==> config.mk <==
export PLATFORM = sky130hd
export DESIGN_NAME = abpf_cell
export DESIGN_NICKNAME = d
export VERILOG_FILES = /design/src/hw/rtl/abpf_pkg.sv /design/src/hw/rtl/abpf_cell.sv
export SDC_FILE = /design/constraint.sdc
export NUM_CORES = 1
export LEC_CHECK = 0
export BUFFER_PORTS_ARGS = -buffer_cell sky130_fd_sc_hd__buf_2
export CAP_MARGIN = 15
export CORE_AREA = 2 2 176 178
export DETAILED_ROUTE_END_ITERATION = 12
export DIE_AREA = 0 0 178 180
export GPL_TIMING_DRIVEN = 0
export PLACE_DENSITY = 0.61
export SLEW_MARGIN = 5
export SYNTH_ARGS = -nofsm -noshare
export SYNTH_HDL_FRONTEND = slang
export SYNTH_SLANG_ARGS = --single-unit
==> constraint.sdc <==
create_clock -name i_clk -period 4.7 [get_ports i_clk]
set_input_delay 0.47 -clock i_clk [delete_from_list [all_inputs] [get_ports i_clk]]
set_output_delay 0.47 -clock i_clk [all_outputs]
set_load 0.02 [all_outputs]
==> src/hw/rtl/abpf_pkg.sv <==
// Shared types and constants of the box pair finder.
// Used by abpf_cell and the top level.
`default_nettype none
package abpf_pkg;
    localparam int SLOT_W = 6;
    localparam int BODY_W = 16;
    localparam int MODE_W = 2;
    localparam logic [MODE_W-1:0] MODE_INSERT = 2'd0;
    localparam logic [MODE_W-1:0] MODE_REMOVE = 2'd1;
    localparam logic [MODE_W-1:0] MODE_SWEEP  = 2'd2;
    localparam logic [MODE_W-1:0] MODE_QUERY  = 2'd3;
    localparam logic [SLOT_W-1:0] HIT_LIMIT   = 6'd63;

    typedef struct packed {
        logic wr;
        logic clr;
        logic start;
        logic adv;
        logic sweep;
        logic probe_en;
    } t_ctl;

    typedef struct packed {
        logic              valid;
        logic [BODY_W-1:0] body;
        logic              stat;
    } t_ent;
endpackage
`default_nettype wire

==> src/hw/rtl/abpf_cell.sv <==
// One table slot: holds its box entry, passes the walk token on,
// and tests its entry against the broadcast probe. Depends on abpf_pkg.
`default_nettype none
module abpf_cell import abpf_pkg::*; #(
    parameter int CB  = 32,
    parameter int IDX = 0
) (
    input  wire logic              i_clk,
    input  wire logic              i_rst_n,
    input  wire t_ctl              i_ctl,
    input  wire logic [SLOT_W-1:0] i_slot,
    input  wire logic [BODY_W-1:0] i_body,
    input  wire logic              i_stat,
    input  wire logic [4*CB-1:0]   i_box,
    input  wire logic [4*CB-1:0]   i_probe_box,
    input  wire logic [BODY_W-1:0] i_probe_body,
    input  wire logic              i_probe_stat,
    input  wire logic              i_tok,
    output logic                   o_tok,
    output logic                   o_hit,
    output t_ent                   o_ent,
    output logic [4*CB-1:0]        o_box
);
    localparam logic [SLOT_W-1:0] MY_SLOT = SLOT_W'(IDX);

    logic              r_valid;
    logic [BODY_W-1:0] r_body;
    logic              r_stat;
    logic [4*CB-1:0]   r_box;
    logic              r_tok;
    logic              sel;
    logic              meet;
    logic signed [CB-1:0] a_lx, a_ly, a_hx, a_hy, b_lx, b_ly, b_hx, b_hy;

    assign sel = (i_slot == MY_SLOT);

    always_ff @(posedge i_clk) begin
        if (!i_rst_n) begin
            r_valid <= 1'b0;
            r_tok   <= 1'b0;
        end else begin
            if (i_ctl.wr && sel) begin
                r_valid <= 1'b1;
            end else if (i_ctl.clr && sel) begin
                r_valid <= 1'b0;
            end
            if (i_ctl.start) begin
                r_tok <= (IDX == 0);
            end else if (i_ctl.adv) begin
                r_tok <= i_tok;
            end
        end
    end

    always_ff @(posedge i_clk) begin
        if (i_ctl.wr && sel) begin
            r_body <= i_body;
            r_stat <= i_stat;
            r_box  <= i_box;
        end
    end

    assign {a_hy, a_hx, a_ly, a_lx} = i_probe_box;
    assign {b_hy, b_hx, b_ly, b_lx} = r_box;

    always_comb begin
        meet = !(a_hx < b_lx) && !(b_hx < a_lx) && !(a_hy < b_ly) && !(b_hy < a_ly);
        o_hit = r_tok && r_valid && i_ctl.probe_en && meet;
        if (i_ctl.sweep && ((r_body == i_probe_body) || (r_stat && i_probe_stat))) begin
            o_hit = 1'b0;
        end
    end

    assign o_tok       = r_tok;
    assign o_ent.valid = r_tok & r_valid;
    assign o_ent.body  = r_tok ? r_body : '0;
    assign o_ent.stat  = r_tok & r_stat;
    assign o_box       = r_tok ? r_box : '0;
endmodule
`default_nettype wire

[After elaboration in Yosys (flattened, before gate mapping)]
Index checks and enable logic that the tools add are counted.
Widths: inputs -> output; s select.
Storage, ports and cells
  flip-flop bits (word level): 147
  bits of input ports: 305
  output and inout port bits: 148
  logic and storage cells: 37
Operators by class
  $lt $le $gt $ge: 4
  equality and inequality tests: 1
  mux-type cells: 7
  bitwise operators: 2
  reduce and logical (&&, ||, !) cells: 18
Operators by type and width (number)
  $lt 32x32->1: 4
  $mux 128: 1
  $eq 16x16->1: 1
  $mux 16: 1
  $logic_and 1x1->1: 10
  $logic_not 6->1: 1
  $mux 1: 5
  $logic_not 1->1: 4
  $reduce_bool 2->1: 2
  $and 1x1->1: 2
  $logic_or 1x1->1: 1

[Longest topological paths before layout]
  depth in word-level cells: 7
  depth in mapped cells: 10
  mapped depth without buffers: 10

[Worst setup path before layout]
OpenSTA, ideal clock, no wires.
  path type: input port to flip-flop
  from: input i_slot[3]
  to: register r_body[0], enable pin
  setup time: 523 ps
  arrival time: 4535 ps
  required time: 4177 ps
  slack: -358 ps
  stages: 3
  path buffers: 0
  cell sequence: or4_1 > nor3_1 > and2_1
On the way
  longest elaborated chain between the ends: 2
RTL lines
  from (decl): line abpf_cell.sv:11  | input wire logic [SLOT_W-1:0] i_slot,
  $logic_not 6->1: line abpf_cell.sv:35  | assign sel = (i_slot == MY_SLOT);
  $logic_and 1x1->1: line abpf_cell.sv:56  | if (i_ctl.wr && sel) begin
  to (signal assigned): line abpf_cell.sv:57  | r_body <= i_body;
  to (decl): line abpf_cell.sv:27  | logic [BODY_W-1:0] r_body;
No other way between the ends.
A chain may end at the register's enable or synchronous reset.

[Worst setup path in the final report]
  from: register r_box[1]
  to: output o_hit
On the way
  longest elaborated chain between the ends: 7
RTL lines
  from (decl): line abpf_cell.sv:29  | logic [4*CB-1:0] r_box;
  from (signal assigned): line abpf_cell.sv:59  | r_box <= i_box;
  $lt 32x32->1: line abpf_cell.sv:67  | meet = !(a_hx < b_lx) && !(b_hx < a_lx) && !(a_hy < b_ly) && !(b_hy < a_ly);
  $logic_not 1->1: line abpf_cell.sv:67
  $logic_and 1x1->1 (3 in series): line abpf_cell.sv:67
  $logic_and 1x1->1: line abpf_cell.sv:68  | o_hit = r_tok && r_valid && i_ctl.probe_en && meet;
  $mux 1: line abpf_cell.sv:69  | if (i_ctl.sweep && ((r_body == i_probe_body) || (r_stat && i_probe_stat))) begin
  to (decl): line abpf_cell.sv:20  | output logic o_hit,
No other way between the ends.

==> Implementation_results.wiki <==
{| class="wikitable"
! Metric !! Value
|-
| Outcome || finished clean
|-
| Sum of routed wire segments on met1 || 10600 µm
|-
| Leak Pwr || 6.07 nW
|-
| Fraction of synthesis flops using an asynchronous set or reset pin || 0%
|-
| Latest clock arrival within the worst-skew pair || 0.42 ns
|-
| DR DRC count || 0
|-
| Antenna-violating nets left || 0
|-
| Floorplan row count || 64
|-
| Layout net count || 1680
|-
| Normalized max-slew margin || 36.5%
|-
| PostCTS Resize Cnt || 0
|-
| Count of H-tree levels built during CTS || 4
|-
| Detailed-route wire length || 27600 µm
|-
| Root cell of the clock tree || sky130_fd_sc_hd__clkbuf_16
|-
| Cts-stage hold buffer count || 0
|-
| Port buffer count || 452
|-
| Most common cell after layout, fill and taps aside || sky130_fd_sc_hd__buf_2
|-
| Data arrival, critical path || 3.01 ns
|-
| Overflow left after global routing || 0
|-
| Final weighted congestion in routability-driven placement || 0.911
|-
| Height of the die || 180 µm
|-
| Overall Global Routing Usage || 17.1%
|-
| Clock tree from TritonCTS || yes
|-
| Highest-count cells in the layout ignoring fill and taps || 452 x sky130_fd_sc_hd__buf_2, 146 x sky130_fd_sc_hd__and2_1, 145 x sky130_fd_sc_hd__edfxtp_1
|-
| Max Cap Violations || 0
|-
| Power per cell area || 269 nW/µm²
|-
| Type of the worst setup path || reg2out
|-
| Antenna violations before repair || 9
|-
| Min Clock Period, post-route || 3.48 ns
|-
| Vias in the first global route || 7685
|-
| Final Setup Violations || 0
|-
| Highest achievable clock rate || 287 MHz
|-
| DRT Pass-1 Iters || 4
|-
| Area growth from synthesis to layout || 38.8%
|-
| Share of synthesized area spent on multiplexers || 0.258%
|-
| Arithmetic-cell share of the synthesized area counting full adders, half adders and majority gates || 17.7%
|-
| Routed length on met2 || 13800 µm
|-
| Area share of xor/xnor cells in the synthesized design || 1.70%
|-
| Horizontal die dimension || 178 µm
|-
| Total standard cell area after synthesis || 8740 µm²
|-
| Worst-path maximum fanout || 2
|-
| Final WS setup || 1.22 ns
|-
| Maximum number of pins on one net before global-route repair || 56
|-
| Top Ports || 453
|-
| Via count normalized by instance count || 4.39
|-
| Initial core utilization || 29.0%
|-
| Vias after detailed routing || 7314
|-
| Net Count, Synth || 1207
|-
| Maximum clock path buffer count || 2
|-
| Seq pwr share || 44.6%
|-
| Total negative slack || 0 ns
|-
| Post-synthesis compound-gate area fraction || 7.89%
|-
| Total power || 0.00326 W
|-
| Max-slew violation total from the final report || 0
|-
| Share of the clock period used by the worst path || 74.1%
|-
| Number of clock buffers inserted by TritonCTS || 17
|-
| Worst-case vdd ir drop || 0.170 mV
|-
| Required @ worst endpoint || 4.23 ns
|-
| Synth warn || 0
|-
| Class of the tightest hold or removal check || in2reg
|-
| Startpoint type of the worst setup path || register
|-
| Dominant synthesized flop cell || sky130_fd_sc_hd__edfxtp_1
|-
| Area of the core || 30200 µm²
|-
| Clock slew seen by the registers of the worst setup and hold paths || 0.07 ns
|-
| Simple logic cell fraction of the synthesized area || 16.1%
|-
| Number of enable-type register cells in the synthesized netlist || 145
|-
| Global-route wire length before repair || 41400 µm
|-
| Area of the die || 32000 µm²
|-
| Part of the power in the clock network || 41.2%
|-
| Avg WL per Cell || 16.5 µm
|-
| Slew at the pin with the worst max-slew slack || 0.952 ns
|-
| Number of post-CTS setup repair buffers || 0
|-
| Mean instance size in the synthesized netlist || 11.2 µm²
|-
| Worst clock skew on the final layout || 0 ns
|-
| Final Hold Fails || 0
|-
| FF+latch count, synth || 147
|-
| Dominant combinational cell family by area after synthesis || adder cells
|-
| First DRT Iteration DRCs || 278
|-
| Cell-internal power || 0.00244 W
|-
| Ratio of cells with drive above 1 in the final layout || 38.8%
|-
| Final HPWL DP || 23200 µm
|-
| Fraction of power spent switching nets || 25.1%
|-
| Library cells used by synthesis || 45
|-
| Worst slack, placed || 1.29 ns
|-
| Synthesized instance count || 778
|-
| Unrepaired setup endpoints after global routing || false
|-
| CTS sink count || 147
|-
| Final design instance area without fill || 12100 µm²
|-
| Cell area reported after detailed placement || 11600 µm²
|-
| Highest routing layer actually used || met5
|-
| Proportion of power drawn by combinational gates || 14.3%
|-
| Net switching power || 0.000820 W
|-
| Total met3 wirelength after detailed routing || 2470 µm
|-
| Seq/Total Area, Yosys || 50.3%
|-
| Endpoint type of the worst setup path || output port
|}
==> metrics by stage <==
step                      hold slack [ns]  utilization [%]  instances
after floorplan                     0.471                -        778
after detailed placement            0.496             38.3       1628
after global routing                0.186             40.2       1663
after global placement              0.488             38.1       1626
after CTS                           0.187             40.2       1660
final                               0.218             40.2       1665
==> flip-flops by register name, summed over array words and instances (netlist names) <==
signal	count
r_box	128
r_stat	1
r_body	16
o_tok	1
r_valid	1
==> path summary, 6_finish.rpt <==
check                             from  slack [ns]              endpoint  cells past startpoint
setup / recovery    r_box[1]$_DFFE_PP_        1.22                 o_hit                     10
hold / removal               i_box[88]        0.22   r_box[88]$_DFFE_PP_                      1
setup reg to reg    o_tok$_SDFFE_PN0P_        3.52    o_tok$_SDFFE_PN0P_                      3
hold reg to reg   r_valid$_SDFFE_PN0P_        0.51  r_valid$_SDFFE_PN0P_                      2
==> power by group through the flow <==
stage / registers [W] / clock network, W / logic [W]
after detailed placement: 0.00148 / 0 / 0.000471
after floorplan: 0.00148 / 0 / 0.000231
after global routing: 0.00145 / 0.00144 / 0.000522
final: 0.00145 / 0.00134 / 0.000466
after CTS: 0.00145 / 0.00139 / 0.000474
after global placement: 0.00148 / 0 / 0.000463
==> area by class of cell <==
| type | instances | area (µm²) |
|---|---|---|
| Multi-Input combinational cell | 490 | 3820 |
| Clock buffer | 18 | 429 |
| Fill cell | 3030 | 18100 |
| Tap cell | 396 | 495 |
| Sequential cell | 147 | 4390 |
| Clock inverter | 14 | 139 |
| Timing Repair Buffer | 454 | 2320 |
| Buffer | 16 | 60.1 |
| Antenna cell | 5 | 12.5 |
| Inverter | 125 | 469 |
==> logic make-up after synthesis <==
family | count (synthesis)
and+or+nand+nor | 244
DFF | 147
buffers and inverters | 141
adders and majority gates | 124
AOI/OAI and AO/OA | 103
xor gates and xnor gates | 17
muxes | 2
==> cell usage after synthesis, types with 2 or more instances <==
cell type | n | area, µm²
sky130_fd_sc_hd__nand4_1 | 17 | 106
sky130_fd_sc_hd__ha_1 | 124 | 1550
sky130_fd_sc_hd__a2111oi_0 | 2 | 17.5
sky130_fd_sc_hd__nand3_1 | 7 | 35.0
sky130_fd_sc_hd__o21a_1 | 2 | 15.0
sky130_fd_sc_hd__edfxtp_1 | 145 | 4350
sky130_fd_sc_hd__nand2b_1 | 5 | 31.3
sky130_fd_sc_hd__nor3_1 | 3 | 15.0
sky130_fd_sc_hd__a221oi_1 | 3 | 26.3
sky130_fd_sc_hd__a211oi_1 | 7 | 52.6
sky130_fd_sc_hd__inv_1 | 125 | 469
sky130_fd_sc_hd__o21ai_0 | 13 | 65.1
sky130_fd_sc_hd__and2_1 | 147 | 920
sky130_fd_sc_hd__dfxtp_1 | 2 | 40.0
sky130_fd_sc_hd__o211ai_1 | 2 | 15.0
sky130_fd_sc_hd__a21o_1 | 16 | 120
sky130_fd_sc_hd__xnor2_1 | 12 | 105
sky130_fd_sc_hd__nor4_1 | 5 | 31.3
sky130_fd_sc_hd__xor2_1 | 5 | 43.8
sky130_fd_sc_hd__clkbuf_1 | 16 | 60.1
sky130_fd_sc_hd__and4_1 | 3 | 26.3
sky130_fd_sc_hd__nor2_1 | 19 | 71.3
sky130_fd_sc_hd__nor2b_1 | 5 | 31.3
sky130_fd_sc_hd__nand2_1 | 30 | 113
sky130_fd_sc_hd__a21oi_1 | 40 | 200
sky130_fd_sc_hd__o21ai_1 | 4 | 20.0
==> per-layer routing <==
metal  GRT usage [%]  vias to the layer above
met3            6.11                       39
met2            30.7                      288
met4            5.67                        8
met1            18.4                     3321
li1                -                     3658
met5               0                        -
==> critical path: stages (launching register included) <==
cell	delay, ns
sky130_fd_sc_hd__edfxtp_1	0.39
sky130_fd_sc_hd__inv_1	0.07
sky130_fd_sc_hd__ha_1	0.21
sky130_fd_sc_hd__a2111oi_0	0.52
sky130_fd_sc_hd__nor4_1	0.12
sky130_fd_sc_hd__o211ai_1	0.25
sky130_fd_sc_hd__a211oi_1	0.12
sky130_fd_sc_hd__nor2_1	0.14
sky130_fd_sc_hd__xor2_1	0.36
sky130_fd_sc_hd__o2111a_1	0.24
sky130_fd_sc_hd__buf_2	0.18
(Power assumes the default switching activity.)
